<file path="src/rtl/assert_macros.svh">
// Assertion macros shared by the report builder RTL.
`ifndef ASSERT_MACROS_SVH
`define ASSERT_MACROS_SVH

`ifndef SYNTHESIS

// Expression holds at every clock edge outside reset
`define BMRB_ASSERT_HOLD(lbl, clk, rst, expr) \
  lbl: assert property (@(posedge clk) disable iff (rst) (expr)) \
    else $error("assertion failed");

// Consequent holds in the same cycle as the antecedent
`define BMRB_ASSERT_IMPL(lbl, clk, rst, ante, cons) \
  lbl: assert property (@(posedge clk) disable iff (rst) (ante) |-> (cons)) \
    else $error("assertion failed");

// Consequent holds in the cycle after the antecedent
`define BMRB_ASSERT_NEXT(lbl, clk, rst, ante, cons) \
  lbl: assert property (@(posedge clk) disable iff (rst) (ante) |=> (cons)) \
    else $error("assertion failed");

`else

`define BMRB_ASSERT_HOLD(lbl, clk, rst, expr)
`define BMRB_ASSERT_IMPL(lbl, clk, rst, ante, cons)
`define BMRB_ASSERT_NEXT(lbl, clk, rst, ante, cons)

`endif

`endif

</file>
<file path="src/rtl/bmrb_pkg.sv">
// Types, codes and helpers shared by the boot mouse report builder.
package bmrb_pkg;

  // Event opcodes
  localparam logic [2:0] OP_REL_X  = 3'd0;
  localparam logic [2:0] OP_REL_Y  = 3'd1;
  localparam logic [2:0] OP_ABS_X  = 3'd2;
  localparam logic [2:0] OP_ABS_Y  = 3'd3;
  localparam logic [2:0] OP_BUTTON = 3'd4;
  localparam logic [2:0] OP_SYNC   = 3'd5;

  // Register indexes on the APB port
  localparam logic [2:0] REG_ABS_MODE = 3'd0;
  localparam logic [2:0] REG_SCALE_X  = 3'd1;
  localparam logic [2:0] REG_SCALE_Y  = 3'd2;
  localparam logic [2:0] REG_START_X  = 3'd3;
  localparam logic [2:0] REG_START_Y  = 3'd4;

  localparam int NUM_BUTTONS = 5;
  localparam int SCALE_BITS  = 24;
  localparam int CARRY_BITS  = 25;
  localparam int STEP_BITS   = 4;

  // Datapath actions of a microcode step
  localparam logic [3:0] ACT_NOP    = 4'd0;
  localparam logic [3:0] ACT_EVENT  = 4'd1;
  localparam logic [3:0] ACT_LOAD_X = 4'd2;
  localparam logic [3:0] ACT_LOAD_Y = 4'd3;
  localparam logic [3:0] ACT_STEP   = 4'd4;
  localparam logic [3:0] ACT_STORE_X = 4'd5;
  localparam logic [3:0] ACT_STORE_Y = 4'd6;
  localparam logic [3:0] ACT_LATCH  = 4'd7;
  localparam logic [3:0] ACT_EMIT   = 4'd8;

  // Jump conditions of a microcode step
  localparam logic [2:0] COND_NEVER     = 3'd0;
  localparam logic [2:0] COND_NO_SYNC   = 3'd1;
  localparam logic [2:0] COND_REL       = 3'd2;
  localparam logic [2:0] COND_NOT_FIRST = 3'd3;
  localparam logic [2:0] COND_DIV_MORE  = 3'd4;
  localparam logic [2:0] COND_OUT_BUSY  = 3'd5;
  localparam logic [2:0] COND_ALWAYS    = 3'd6;

  typedef struct packed {
    logic [2:0]         op;
    logic signed [31:0] value;
    logic [2:0]         button_index;
  } ev_item_t;

  typedef struct packed {
    logic [2:0]        buttons;
    logic signed [7:0] delta_x;
    logic signed [7:0] delta_y;
  } rpt_item_t;

  typedef struct packed {
    logic                 take;
    logic [3:0]           act;
    logic [2:0]           cond;
    logic [STEP_BITS-1:0] target;
  } ctl_word_t;

  // Status bits the sequencer branches on
  typedef struct packed {
    logic sync_hit;
    logic rel_mode;
    logic not_first;
    logic div_more;
    logic out_busy;
  } seq_stat_t;

  typedef struct packed {
    logic load;
    logic step;
  } div_ctl_t;

  typedef struct packed {
    logic                         more;
    logic signed [7:0]            quot;
    logic signed [CARRY_BITS-1:0] rem;
  } div_res_t;

  // Clamp a motion value to the +-127 report range
  function automatic logic signed [7:0] clamp_report(input logic signed [31:0] v);
    logic signed [7:0] r;
    if (v > 32'sd127) begin
      r = 8'sd127;
    end else if (v < -32'sd127) begin
      r = -8'sd127;
    end else begin
      r = v[7:0];
    end
    return r;
  endfunction

endpackage

</file>
<file path="src/rtl/bmrb_div.sv">
// Bit-serial signed divider: truncating quotient (clamped to +-127) and remainder.
`include "assert_macros.svh"

module bmrb_div
  import bmrb_pkg::*;
#(
  parameter int RAW_BITS = 34
) (
  input  logic                       clk,
  input  logic                       rst,
  input  div_ctl_t                   ctl,
  input  logic signed [RAW_BITS-1:0] raw,
  input  logic [SCALE_BITS-1:0]      scale,
  output div_res_t                   res
);

  localparam int MAG_BITS = RAW_BITS - 1;
  localparam int CNT_BITS = $clog2(MAG_BITS + 1);

  logic                  neg;
  logic [MAG_BITS-1:0]   mag;
  logic [SCALE_BITS-1:0] rem;
  logic [SCALE_BITS-1:0] div;
  logic [CNT_BITS-1:0]   cnt;

  logic signed [RAW_BITS-1:0] raw_abs;
  logic [SCALE_BITS:0]        trial;
  logic [SCALE_BITS:0]        diff;
  logic                       ge;
  logic [6:0]                 mag7;
  logic [SCALE_BITS:0]        rem_ext;

  // One restoring step: shift in the next dividend bit, subtract if it fits
  assign raw_abs = raw[RAW_BITS-1] ? -raw : raw;
  assign trial   = {rem, mag[MAG_BITS-1]};
  assign diff    = trial - {1'b0, div};
  assign ge      = (trial >= {1'b0, div});

  always_ff @(posedge clk) begin
    if (rst) begin
      neg <= 1'b0;
      mag <= '0;
      rem <= '0;
      div <= SCALE_BITS'(1);
      cnt <= '0;
    end else if (ctl.load) begin
      neg <= raw[RAW_BITS-1];
      mag <= raw_abs[MAG_BITS-1:0];
      rem <= '0;
      div <= (scale == '0) ? SCALE_BITS'(1) : scale;
      cnt <= CNT_BITS'(MAG_BITS);
    end else if (ctl.step) begin
      mag <= {mag[MAG_BITS-2:0], ge};
      rem <= ge ? diff[SCALE_BITS-1:0] : trial[SCALE_BITS-1:0];
      cnt <= cnt - CNT_BITS'(1);
    end
  end

  // Signed results: quotient and remainder take the dividend's sign
  assign mag7    = (mag > MAG_BITS'(127)) ? 7'd127 : mag[6:0];
  assign rem_ext = {1'b0, rem};

  assign res.more = (cnt != CNT_BITS'(1));
  assign res.quot = neg ? -$signed({1'b0, mag7}) : $signed({1'b0, mag7});
  assign res.rem  = neg ? -$signed(rem_ext) : $signed(rem_ext);

  `BMRB_ASSERT_HOLD(a_rem_below_div, clk, rst, rem < div)
  `BMRB_ASSERT_HOLD(a_div_nonzero, clk, rst, div != '0)
  `BMRB_ASSERT_NEXT(a_load_resets_rem, clk, rst, ctl.load, rem == '0)

endmodule

</file>
<file path="src/rtl/bmrb_seq.sv">
// Microcode sequencer: step counter, control store and branch logic.
module bmrb_seq
  import bmrb_pkg::*;
(
  input  logic      clk,
  input  logic      rst,
  input  seq_stat_t stat,
  output ctl_word_t ctl
);

  localparam logic [STEP_BITS-1:0] S_IDLE    = 4'd0;
  localparam logic [STEP_BITS-1:0] S_MODE    = 4'd1;
  localparam logic [STEP_BITS-1:0] S_FIRST   = 4'd2;
  localparam logic [STEP_BITS-1:0] S_LOAD_X  = 4'd3;
  localparam logic [STEP_BITS-1:0] S_DIV_X   = 4'd4;
  localparam logic [STEP_BITS-1:0] S_STORE_X = 4'd5;
  localparam logic [STEP_BITS-1:0] S_LOAD_Y  = 4'd6;
  localparam logic [STEP_BITS-1:0] S_DIV_Y   = 4'd7;
  localparam logic [STEP_BITS-1:0] S_STORE_Y = 4'd8;
  localparam logic [STEP_BITS-1:0] S_LATCH   = 4'd9;
  localparam logic [STEP_BITS-1:0] S_EMIT    = 4'd10;
  localparam logic [STEP_BITS-1:0] S_RETURN  = 4'd11;

  logic [STEP_BITS-1:0] pc;
  logic [STEP_BITS-1:0] pc_next;
  logic                 jump;

  // Control store: take, action, condition, target
  function automatic ctl_word_t rom_word(input logic [STEP_BITS-1:0] a);
    ctl_word_t w;
    unique case (a)
      S_IDLE:    w = '{1'b1, ACT_EVENT,   COND_NO_SYNC,   S_IDLE};
      S_MODE:    w = '{1'b0, ACT_NOP,     COND_REL,       S_EMIT};
      S_FIRST:   w = '{1'b0, ACT_NOP,     COND_NOT_FIRST, S_LATCH};
      S_LOAD_X:  w = '{1'b0, ACT_LOAD_X,  COND_NEVER,     S_IDLE};
      S_DIV_X:   w = '{1'b0, ACT_STEP,    COND_DIV_MORE,  S_DIV_X};
      S_STORE_X: w = '{1'b0, ACT_STORE_X, COND_NEVER,     S_IDLE};
      S_LOAD_Y:  w = '{1'b0, ACT_LOAD_Y,  COND_NEVER,     S_IDLE};
      S_DIV_Y:   w = '{1'b0, ACT_STEP,    COND_DIV_MORE,  S_DIV_Y};
      S_STORE_Y: w = '{1'b0, ACT_STORE_Y, COND_NEVER,     S_IDLE};
      S_LATCH:   w = '{1'b0, ACT_LATCH,   COND_NEVER,     S_IDLE};
      S_EMIT:    w = '{1'b0, ACT_EMIT,    COND_OUT_BUSY,  S_EMIT};
      S_RETURN:  w = '{1'b0, ACT_NOP,     COND_ALWAYS,    S_IDLE};
      default:   w = '{1'b0, ACT_NOP,     COND_ALWAYS,    S_IDLE};
    endcase
    return w;
  endfunction

  assign ctl = rom_word(pc);

  // Branch condition select
  always_comb begin
    unique case (ctl.cond)
      COND_NO_SYNC:   jump = !stat.sync_hit;
      COND_REL:       jump = stat.rel_mode;
      COND_NOT_FIRST: jump = stat.not_first;
      COND_DIV_MORE:  jump = stat.div_more;
      COND_OUT_BUSY:  jump = stat.out_busy;
      COND_ALWAYS:    jump = 1'b1;
      default:        jump = 1'b0;
    endcase
  end

  assign pc_next = jump ? ctl.target : pc + STEP_BITS'(1);

  always_ff @(posedge clk) begin
    if (rst) begin
      pc <= S_IDLE;
    end else begin
      pc <= pc_next;
    end
  end

endmodule

</file>
<file path="src/rtl/boot_mouse_report_builder_core.sv">
// Top level of the boot mouse report builder.
//
// Pointer events enter on the ev channel (ev_valid/ev_stall, payload ev) and
// boot reports leave on the rpt channel (rpt_valid/rpt_stall, payload rpt).
// A beat moves when valid is high and stall is low. Registers sit on an APB
// port at byte addresses 0,4,8,12,16: absolute mode, X and Y scale, X and Y
// start position. Write them only while the block is idle.
// Motion, absolute and button events are absorbed in the idle step, and so
// is a sync with nothing pending, which gives no report. A reporting sync
// in relative mode goes from the mode check to the emit step; the first one
// in absolute mode latches the position before it emits. Later absolute
// syncs run both axes through one shared bit-serial divider of M steps
// each, one quotient bit per cycle (M = COORD_BITS+1 when COORD_BITS >= 24,
// else 25), store quotient and remainder, latch the position and emit.
// After the emit step the sequencer returns to idle and takes the next event.
// A finished report waits in the output register while the next events are
// accepted; if a new report is ready while rpt is stalled, the sequencer
// holds and ev stalls until the old beat is taken.
// Synchronous reset returns every register but the rpt payload to its default and state to zero.
`include "assert_macros.svh"

module boot_mouse_report_builder_core
  import bmrb_pkg::*;
#(
  parameter int COORD_BITS = 32
) (
  input  logic        clk,
  input  logic        rst,
  input  logic        ev_valid,
  output logic        ev_stall,
  input  ev_item_t    ev,
  output logic        rpt_valid,
  input  logic        rpt_stall,
  output rpt_item_t   rpt,
  input  logic        psel,
  input  logic        penable,
  input  logic        pwrite,
  input  logic [4:0]  paddr,
  input  logic [31:0] pwdata,
  output logic [31:0] prdata,
  output logic        pready
);

  localparam int RAW_BITS = ((COORD_BITS + 1 > CARRY_BITS) ? COORD_BITS + 1 : CARRY_BITS) + 1;

  // Configuration registers
  logic                         absolute_mode;
  logic [SCALE_BITS-1:0]        scale_x;
  logic [SCALE_BITS-1:0]        scale_y;
  logic signed [COORD_BITS-1:0] start_x;
  logic signed [COORD_BITS-1:0] start_y;

  // Event state
  logic [NUM_BUTTONS-1:0]       button_bits;
  logic signed [31:0]           accum_x;
  logic signed [31:0]           accum_y;
  logic                         pending;
  logic signed [COORD_BITS-1:0] pos_x;
  logic signed [COORD_BITS-1:0] pos_y;
  logic signed [COORD_BITS-1:0] prev_x;
  logic signed [COORD_BITS-1:0] prev_y;
  logic                         first_sync_done;
  logic signed [CARRY_BITS-1:0] carry_x;
  logic signed [CARRY_BITS-1:0] carry_y;

  ctl_word_t ctl;
  seq_stat_t stat;
  div_ctl_t  dctl;
  div_res_t  dres;

  logic                       ev_acc;
  logic                       cfg_wr;
  logic                       rpt_busy;
  logic signed [RAW_BITS-1:0] raw_x;
  logic signed [RAW_BITS-1:0] raw_y;
  logic signed [RAW_BITS-1:0] raw_sel;
  logic [SCALE_BITS-1:0]      scale_sel;
  logic signed [32:0]         sum_x;
  logic signed [32:0]         sum_y;
  logic signed [31:0]         sat_x;
  logic signed [31:0]         sat_y;

  assign ev_stall = !ctl.take;
  assign ev_acc   = ev_valid && !ev_stall;
  assign pready   = 1'b1;
  assign cfg_wr   = psel && penable && pwrite && pready;
  assign rpt_busy = rpt_valid && rpt_stall;

  // Sequencer
  assign stat.sync_hit  = ev_acc && (ev.op == OP_SYNC) && pending;
  assign stat.rel_mode  = !absolute_mode;
  assign stat.not_first = !first_sync_done;
  assign stat.div_more  = dres.more;
  assign stat.out_busy  = rpt_busy;

  bmrb_seq u_seq (
    .clk  (clk),
    .rst  (rst),
    .stat (stat),
    .ctl  (ctl)
  );

  // Divider operand: position delta plus carry for the selected axis
  assign raw_x = RAW_BITS'(pos_x) - RAW_BITS'(prev_x) + RAW_BITS'(carry_x);
  assign raw_y = RAW_BITS'(pos_y) - RAW_BITS'(prev_y) + RAW_BITS'(carry_y);
  assign raw_sel   = (ctl.act == ACT_LOAD_Y) ? raw_y : raw_x;
  assign scale_sel = (ctl.act == ACT_LOAD_Y) ? scale_y : scale_x;

  assign dctl.load = (ctl.act == ACT_LOAD_X) || (ctl.act == ACT_LOAD_Y);
  assign dctl.step = (ctl.act == ACT_STEP);

  bmrb_div #(
    .RAW_BITS (RAW_BITS)
  ) u_div (
    .clk   (clk),
    .rst   (rst),
    .ctl   (dctl),
    .raw   (raw_sel),
    .scale (scale_sel),
    .res   (dres)
  );

  // Saturating relative motion sums
  assign sum_x = 33'(accum_x) + 33'(ev.value);
  assign sum_y = 33'(accum_y) + 33'(ev.value);
  assign sat_x = (sum_x[32] != sum_x[31]) ? {sum_x[32], {31{!sum_x[32]}}} : sum_x[31:0];
  assign sat_y = (sum_y[32] != sum_y[31]) ? {sum_y[32], {31{!sum_y[32]}}} : sum_y[31:0];

  // Register reads
  always_comb begin
    unique case (paddr[4:2])
      REG_ABS_MODE: prdata = {31'd0, absolute_mode};
      REG_SCALE_X:  prdata = {8'd0, scale_x};
      REG_SCALE_Y:  prdata = {8'd0, scale_y};
      REG_START_X:  prdata = 32'(start_x);
      REG_START_Y:  prdata = 32'(start_y);
      default:      prdata = '0;
    endcase
  end

  // Configuration registers
  always_ff @(posedge clk) begin
    if (rst) begin
      absolute_mode <= 1'b0;
      scale_x       <= SCALE_BITS'(1);
      scale_y       <= SCALE_BITS'(1);
      start_x       <= '0;
      start_y       <= '0;
    end else if (cfg_wr) begin
      unique case (paddr[4:2])
        REG_ABS_MODE: absolute_mode <= pwdata[0];
        REG_SCALE_X:  scale_x <= pwdata[SCALE_BITS-1:0];
        REG_SCALE_Y:  scale_y <= pwdata[SCALE_BITS-1:0];
        REG_START_X:  start_x <= pwdata[COORD_BITS-1:0];
        REG_START_Y:  start_y <= pwdata[COORD_BITS-1:0];
        default: ;
      endcase
    end
  end

  // Event state and datapath actions
  always_ff @(posedge clk) begin
    if (rst) begin
      button_bits     <= '0;
      accum_x         <= '0;
      accum_y         <= '0;
      pending         <= 1'b0;
      pos_x           <= '0;
      pos_y           <= '0;
      prev_x          <= '0;
      prev_y          <= '0;
      first_sync_done <= 1'b0;
      carry_x         <= '0;
      carry_y         <= '0;
    end else begin
      // a start write reloads the position pair of its axis
      if (cfg_wr && (paddr[4:2] == REG_START_X)) begin
        pos_x  <= pwdata[COORD_BITS-1:0];
        prev_x <= pwdata[COORD_BITS-1:0];
      end
      if (cfg_wr && (paddr[4:2] == REG_START_Y)) begin
        pos_y  <= pwdata[COORD_BITS-1:0];
        prev_y <= pwdata[COORD_BITS-1:0];
      end
      case (ctl.act)
        ACT_EVENT: begin
          if (ev_acc) begin
            case (ev.op)
              OP_REL_X: begin
                accum_x <= sat_x;
                pending <= 1'b1;
              end
              OP_REL_Y: begin
                accum_y <= sat_y;
                pending <= 1'b1;
              end
              OP_ABS_X: begin
                if (absolute_mode) begin
                  pos_x   <= ev.value[COORD_BITS-1:0];
                  pending <= 1'b1;
                end
              end
              OP_ABS_Y: begin
                if (absolute_mode) begin
                  pos_y   <= ev.value[COORD_BITS-1:0];
                  pending <= 1'b1;
                end
              end
              OP_BUTTON: begin
                if (ev.button_index < 3'(NUM_BUTTONS)) begin
                  button_bits[ev.button_index] <= (ev.value != '0);
                  pending <= 1'b1;
                end
              end
              default: ;
            endcase
          end
        end
        ACT_STORE_X: begin
          accum_x <= 32'(dres.quot);
          carry_x <= dres.rem;
        end
        ACT_STORE_Y: begin
          accum_y <= 32'(dres.quot);
          carry_y <= dres.rem;
        end
        ACT_LATCH: begin
          first_sync_done <= first_sync_done || absolute_mode;
          if (absolute_mode) begin
            prev_x <= pos_x;
            prev_y <= pos_y;
          end
        end
        ACT_EMIT: begin
          if (!rpt_busy) begin
            accum_x <= '0;
            accum_y <= '0;
            pending <= 1'b0;
          end
        end
        default: ;
      endcase
    end
  end

  // Output register
  always_ff @(posedge clk) begin
    if (rst) begin
      rpt_valid <= 1'b0;
    end else if ((ctl.act == ACT_EMIT) && !rpt_busy) begin
      rpt_valid <= 1'b1;
    end else if (rpt_valid && !rpt_stall) begin
      rpt_valid <= 1'b0;
    end
  end

  always_ff @(posedge clk) begin
    if ((ctl.act == ACT_EMIT) && !rpt_busy) begin
      rpt.buttons <= button_bits[2:0];
      rpt.delta_x <= clamp_report(accum_x);
      rpt.delta_y <= clamp_report(accum_y);
    end
  end

  `BMRB_ASSERT_IMPL(a_report_had_pending, clk, rst, $rose(rpt_valid), $past(pending))
  `BMRB_ASSERT_IMPL(a_report_clears_pending, clk, rst, $rose(rpt_valid), !pending)
  `BMRB_ASSERT_NEXT(a_rel_keeps_first, clk, rst, !absolute_mode, $stable(first_sync_done))

endmodule

</file>
<file path="config.mk">
export PLATFORM = sky130hd
export DESIGN_NAME = boot_mouse_report_builder_core
export DESIGN_NICKNAME = d
export VERILOG_FILES = /design/src/rtl/bmrb_pkg.sv /design/src/rtl/bmrb_div.sv /design/src/rtl/bmrb_seq.sv /design/src/rtl/boot_mouse_report_builder_core.sv
export VERILOG_INCLUDE_DIRS = /design/src /design/src/rtl
export SDC_FILE = /design/constraint.sdc
export NUM_CORES = 2
export LEC_CHECK = 0
export BUFFER_PORTS_ARGS = -buffer_cell sky130_fd_sc_hd__buf_4
export CAP_MARGIN = 10
export CELL_PAD_IN_SITES_DETAIL_PLACEMENT = 1
export CELL_PAD_IN_SITES_GLOBAL_PLACEMENT = 2
export CORE_MARGIN = 3
export CORE_UTILIZATION = 30
export CTS_CLUSTER_SIZE = 12
export DETAILED_ROUTE_END_ITERATION = 8
export PLACE_DENSITY_LB_ADDON = 0.1
export SLEW_MARGIN = 40
export SYNTH_ARGS = -nofsm -noshare
export SYNTH_HDL_FRONTEND = slang
export SYNTH_SLANG_ARGS = --single-unit
</file>
<file path="constraint.sdc">
create_clock -name clk -period 4.55 [get_ports clk]
set_input_delay 0.2275 -clock clk [delete_from_list [all_inputs] [get_ports clk]]
set_output_delay 0.2275 -clock clk [all_outputs]
set_load 0.005 [all_outputs]
</file>
### After elaboration in Yosys (flattened, before gate mapping)

Memories as Yosys holds them, arrays and structs flattened. A register that Yosys moved wholly into a read port is not among the register bits.
Index checks and enable logic that the tools add are counted.

* bits in registers: 474
* bits in read-only memories: 192
* input bits: 82
* output and inout port bits: 54
* word-level logic and storage cells: 182
* memories: 1

Memory list
* (name not given): words 16, width 12, read ports 1, clocked after memory_dff 1, write ports 0, RTL line bmrb_seq.sv:31 `unique case (a)`

* $add $sub $neg: 12
* magnitude comparators: 9
* equality and inequality tests: 33
* muxes and demuxes: 54
* reductions and logical operators: 44

Operator list (number)
* 32-bit 2-to-1 mux: 23
* 32-bit one-hot mux with 3 select lines: 2
* 32-bit one-hot mux with 5 select lines: 1
* 33-bit 2-to-1 mux: 3
* 24-bit 2-to-1 mux: 3
* 33-bit by 25-bit adder with 34-bit output: 2
* 32-bit by 32-bit adder with 33-bit output: 2
* 32-bit by 32-bit subtractor with 33-bit output: 2
* 32-bit by 8-bit > comparator with 1-bit output (second input constant): 2
* 32-bit by 8-bit less-than comparator with 1-bit output (second input constant): 2
* 34-bit 2-to-1 mux: 1
* 33-bit by 7-bit > comparator with 1-bit output (second input constant): 1
* 33-bit negator: 1
* 32-bit nonzero test: 1
* 25-bit by 24-bit >= comparator with 1-bit output: 1
* 25-bit 2-to-1 mux: 1
* 24-bit negator with 25-bit output: 1
* 24-bit logical NOT: 1
* 8-bit 2-to-1 mux: 3
* 24-bit subtractor: 1
* 3-bit by 2-bit equality test with 1-bit output (second input constant): 6
* 3-bit equality test (second input constant): 6
* 4-bit by 3-bit equality test with 1-bit output (second input constant): 4
* 6-bit 2-to-1 mux: 2
* 34 further kinds: 80

### Longest topological paths before layout

* word-level depth: 8
* depth in mapped cells: 18
* mapped depth without buffers: 17

### Cells and area by module

A second synthesis with hierarchy kept.

* cell total of the unflattened synthesis: 4179
* area, all modules: 32159.6 um^2

Modules (own cells, without submodules)
* boot_mouse_report_builder_core: instances 1, cells an instance 3264, area each 24885.1 um^2, sequential area each 7797.5 um^2
* bmrb_div: instances 1, cells an instance 825, area each 6427.4 um^2, sequential area each 1761.7 um^2
* bmrb_seq: instances 1, cells an instance 90, area each 847.1 um^2, sequential area each 320.3 um^2

### Least setup slack after synthesis

Ideal clock, no wire load.

* path kind: register to register
* start point: register u_seq.ctl[9] (netlist name)
* end point: register u_div.mag[28]
* library setup time: 0.070 ns
* arrival: 4.300 ns
* required time: 4.480 ns
* slack: 0.179 ns
* cell stages (with the launch flop): 16
* path buffers: 5
* period minus slack after synthesis: 4.371 ns
* cell sequence: dfxtp_1 nand4bb_1 clkbuf_1 clkbuf_1 buf_1 buf_1 clkbuf_1 mux2i_1 ha_1 nand3_1 nor3_1 nand4_1 nor4b_1 and4_1 mux2_2 a21oi_1

* cells in the longest elaborated chain, start to end: 5
* elaborated cells on any way between the ends: 9
* classes of those cells: add/sub: 1; eq/ne: 3; mux: 3; reduce/logical: 2

RTL lines
* 4-bit by 2-bit equality test with 1-bit output: RTL line boot_mouse_report_builder_core.sv:106, boot_mouse_report_builder_core.sv:109
* 34-bit 2-to-1 mux: RTL line boot_mouse_report_builder_core.sv:106 `assign raw_sel = (ctl.act == ACT_LOAD_Y) ? raw_y : raw_x;`
* 33-bit negator: RTL line bmrb_div.sv:34 `assign raw_abs = raw[RAW_BITS-1] ? -raw : raw;`
* 33-bit 2-to-1 mux: RTL line bmrb_div.sv:34
* 33-bit 2-to-1 mux: RTL line bmrb_div.sv:46 `end else if (ctl.load) begin`
* end signal, assigned: RTL line bmrb_div.sv:48 `mag <= raw_abs[MAG_BITS-1:0];`
* end signal, assigned: RTL line bmrb_div.sv:53 `mag <= {mag[MAG_BITS-2:0], ge};`
* end, declared: RTL line bmrb_div.sv:21 `logic [MAG_BITS-1:0] mag;`

Parallel ways exist; a longest one is shown, timed or not.
A chain may end at the register's enable or synchronous reset.

### Worst setup path in the final report

* start point: register pos_x[11]
* end point: register u_div.mag[27]

* cells in the longest elaborated chain, start to end: 6

RTL lines
* start, declared: RTL line boot_mouse_report_builder_core.sv:58 `logic signed [COORD_BITS-1:0] pos_x;`
* start signal, assigned: RTL line boot_mouse_report_builder_core.sv:178 `pos_x <= pwdata[COORD_BITS-1:0];`
* start signal, assigned: RTL line boot_mouse_report_builder_core.sv:199 `pos_x <= ev.value[COORD_BITS-1:0];`
* 32-bit by 32-bit subtractor with 33-bit output *: RTL line boot_mouse_report_builder_core.sv:104 `assign raw_x = RAW_BITS'(pos_x) - RAW_BITS'(prev_x) + RAW_BITS'(carry_x);`
* 33-bit by 25-bit adder with 34-bit output *: RTL line boot_mouse_report_builder_core.sv:104
* 34-bit 2-to-1 mux *: RTL line boot_mouse_report_builder_core.sv:106
* 33-bit negator: RTL line bmrb_div.sv:34
* 33-bit 2-to-1 mux *: RTL line bmrb_div.sv:34
* 33-bit 2-to-1 mux *: RTL line bmrb_div.sv:46

Mark *: on every way between the ends. The rest lies on a longest branch, timed or not.

==> implementation parameters <==
Parameter                              Value

Synthesis
  Seq cells post-synth ... 484
  Netlist Area Pre-Place ... 0.03215 mm^2
  Net count of the mapped netlist ... 4479
  Most used DFF post-synth ... dfxtp_1
  Count of distinct cell types in the synthesized netlist ... 96
  Share of the yosys chip area belonging to registers ... 0.3073
  Yosys top cell by area ... dfxtp_1
  Yosys warning total ... 0
  Ranking of synthesized cells by area ... dfxtp_1 (29%), ha_1 (6.5%), nand2_1 (6.4%)
  FFs w/ async S/R, synth ... 0
  Syn Inst Count ... 4163
  Number of synthesized flops with an enable pin ... 19
  Most used standard cells in the synthesized netlist ... nand2_1 (550), dfxtp_1 (465), nor2_1 (401), a21oi_1 (336), inv_1 (324)
  Most common cell in the netlist ... nand2_1
  Share of Yosys cell area claimed by the top area cell type ... 0.2896
  Synth Area per Inst ... 7.722 um^2

Cells and area
  Layout area overhead ... 20.85%
  Final net count ... 4689
  Sequential standard cell area ... 0.009879 mm^2
  Finished Core Util ... 0.3670
  Share of layout cells above drive strength 1 ... 0.1218
  Fill cells ... 12610
  Combined area of the multi-input logic cells ... 0.02056 mm^2
  Fin area ... 0.03885 mm^2

STA
  Max Clk Rate ... 226.6 MHz
  Setup violators final ... 0
  Slew at the pin with the worst max-slew slack ... approximately 960 ps
  TNS Setup ... 0 ps
  Worst setup slack after layout ... between 100 and 150 ps
  Final Hold Fails ... 0
  Post-route minimum period ... around 4400 ps
  RSZ-0062 raised after global routing ... true
  Clock skew ... just under 50 ps
  Slew headroom ... 0.3578
  Final number of max-transition violations ... 0
  Final period utilization ... 0.9701

Setup path
  Reg2Reg Launch Point ... pos_x[11]$_SDFF_PP0_
  Maximum fanout encountered on the critical timing path ... 5
  Worst reg2reg path depth ... 17
  Critical register-to-register path endpoint ... u_div.mag[27]$_SDFFE_PP0P_
  Data arrival time of the worst path ... 4860 ps
  Top delay family on crit path ... simple AND/OR/NAND/NOR gates
  Nature of the critical path startpoint ... flip-flop
  Required time worst endpoint ... 5000 ps
  Kind of critical path ... reg2reg
  CP peak stage delay ... about 550 ps
  Type of destination of the critical path ... flip-flop
  Chain of cells forming the critical path ... inv_1, fa_1, inv_1, ha_1, nand4_1, nor3_1, o2111ai_1, nand3_1, buf_4, and3_1, o21ai_0, o32ai_2, or4b_4, buf_4, o31ai_2, xnor2_1, o22ai_1
  Crit path max-delay cell type ... fa_1
  Slack of the worst reg-to-reg path ... 140 ps
  Count of buffer and inverter cells on the critical path ... 4

Run status
  Outcome ... completed

Power and ir drop
  Leakage power total ... ~0.016 uW
  Pwr Density ... 718.8 mW/mm^2
  VDD IR max ... approximately 0.00042 V

Clocking
  Later-pin clock latency in the skew report ... 650 ps
  Number of buffers inserted during clock tree synthesis ... 66
  Clock tree from TritonCTS ... built
  Clk pin slew, worst setup/hold paths ... ~60 ps
  CTS Root Buffer Type ... clkbuf_16
  Number of buffers on the longest clock path ... 3
  Count of H-tree levels built during CTS ... 3
  CTS sink cnt ... around 480

Route
  Total number of vias ... 31750
  Post-route DRC ... 0
  First-iteration detailed-routing DRC count ... between 2000 and 2500
  Drt pass-1 iters ... 5
  Via/cell ratio ... ~5.5
  Routed length per placed instance ... 24.19 um
  Overall routed net length ... 140.8 mm
  DRT antenna net count ... 0

Min path
  Hold Path End ... pos_x[27]$_SDFF_PP0_
  Kind of path behind the tightest hold check ... in2reg
  Worst Hold Launch ... ev[30]
  Hold path depth ... 3

GRT
  Via count of the first global-routing pass ... 31910
  GR Util met2 ... 0.4070
  Top Usage Layer GRT ... met2
  Initial antenna violation count ... 7
  Aggregate global routing overflow ... 0
  Met1 GRT Util ... 0.3492
  GRT Overall Usage ... 0.2480
  Met3 track demand over resource ... 0.02353
  Global-route wire length before repair ... between 200 and 250 mm
  Largest net degree at the start of global routing ... between 150 and 200

Floorplan
  Number of core rows ... 119
  Die footprint ... ~0.11 mm^2
  Boundary Pins ... 136
  Floorplan die width ... 333.3 um
  Core region area ... 0.1059 mm^2
  Vertical extent of the die ... 333.3 um
  Initial standard-cell utilization of the core ... 0.3037

Placement
  Routability Congestion ... 0.8837
  Detailed placement HPWL ... 106.9 mm
  Number of I/O port buffers ... 132
  Worst slack at placement ... -63.38 ps
  Area of placed instances ... 0.03558 mm^2

Job
  Max cap viols ... 0
cells by family after synthesis:
| kind of cell | count (synthesis) | synth area share |
|---|---|---|
| AND/OR/NAND/NOR | 1382 | 0.1950 |
| AO/OA/AOI/OAI | 1282 | 0.2623 |
| buffers and inverters | 560 | 0.06570 |
| flip-flops | 484 | 0.3073 |
| adder cells (fa/ha/maj) | 235 | 0.1070 |
| XOR/XNOR | 150 | 0.04087 |
| multiplexers | 69 | 0.02160 |
| other | 1 | 0.0001167 |
per-layer routing:
layer	wire length (um)	vias up
li1	-	15300
met1	67340	15740
met2	64470	566
met3	5318	156
met4	3658	0
met5	0	-
worst max path at each step:
stage	startpoint	cells after the start	to
finish	pos_x[11]$_SDFF_PP0_	17	u_div.mag[27]$_SDFFE_PP0P_
global placement	pos_y[9]$_SDFF_PP0_	17	u_div.mag[27]$_SDFFE_PP0P_
CTS	pos_x[14]$_SDFF_PP0_	15	u_div.mag[32]$_SDFFE_PP0P_
floorplan	u_seq.ctl[9]$_DFF_P_	15	u_div.mag[28]$_SDFFE_PP0P_
detailed placement	pos_y[1]$_SDFF_PP0_	15	u_div.mag[27]$_SDFFE_PP0P_
global route	pos_x[5]$_SDFF_PP0_	17	u_div.mag[27]$_SDFFE_PP0P_
layout by cell type, fill, tap and decap left out, drive strengths merged, types with 28 or more instances in the layout:
cell           n
o21ai        244
nand3         60
dfxtp        465
xnor2         86
o22ai         41
nor4          52
nand2        550
nor3          53
o211ai        84
ha           167
fa            67
clkbuf        89
a22oi         80
dlygate4sd3   59
a21oi        337
a21o          75
xor2          64
nand4         56
a211oi       132
nand2b        35
nor2         401
buf          319
mux2i         66
inv          325
o21a          28
a311oi        78
state kept, by name (all words and copies together) (netlist names), 25 cells and up:
signal and count:
prev_x 32, prev_y 32, u_div.mag 33, pos_y 32, accum_x 32, carry_y 25
start_x 32, pos_x 32, accum_y 32, start_y 32, carry_x 25
layout make-up:
type	count	area share
Inverter	324	0.03131
Clock buffer	89	0.04863
Multi-Input combinational cell	3119	0.5292
Antenna cell	5	0.0003221
Clock inverter	31	0.01047
Sequential cell	484	0.2543
Tap cell	1391	0.04480
Timing Repair Buffer	378	0.08097
power breakdown:
part	switching, uW	internal, uW	total [uW]
combinational	10200	6760	16900
sequential	605	4830	5440
clock	2260	3290	5550
total	13000	14900	27900
worst register-to-register path, stage by stage, from the launching register on:
cell and delay (ps):
dfxtp_1 330, inv_1 80, fa_1 550, inv_1 50, ha_1 440, nand4_1 180
nor3_1 280, o2111ai_1 160, nand3_1 220, buf_4 160, and3_1 140, o21ai_0 230
o32ai_2 220, or4b_4 550, buf_4 180, o31ai_2 230, xnor2_1 140, o22ai_1 90
per-stage QoR:
stage	hold slack [ps]	cells	power (uW)
5_1_grt	24.93	5816	29870
6_report	30.24	5821	27920
2_1_floorplan	348.7	4163	15490
3_3_place_gp	423.9	5630	21810
3_5_place_dp	421.8	5630	21860
4_1_cts	4.888	5809	27610
timing repair:
action | 4_1_cts | 5_1_grt
cloned | 0 | 0
hold endpoints to repair | 160 | 0
endpoints found under the setup margin | 4 | 14
hold buffers | 59 | 0
pin swaps | 1 | 17
buffers inserted | 0 | 5
resized for setup | 3 | 66
(Power assumes the default switching activity.)
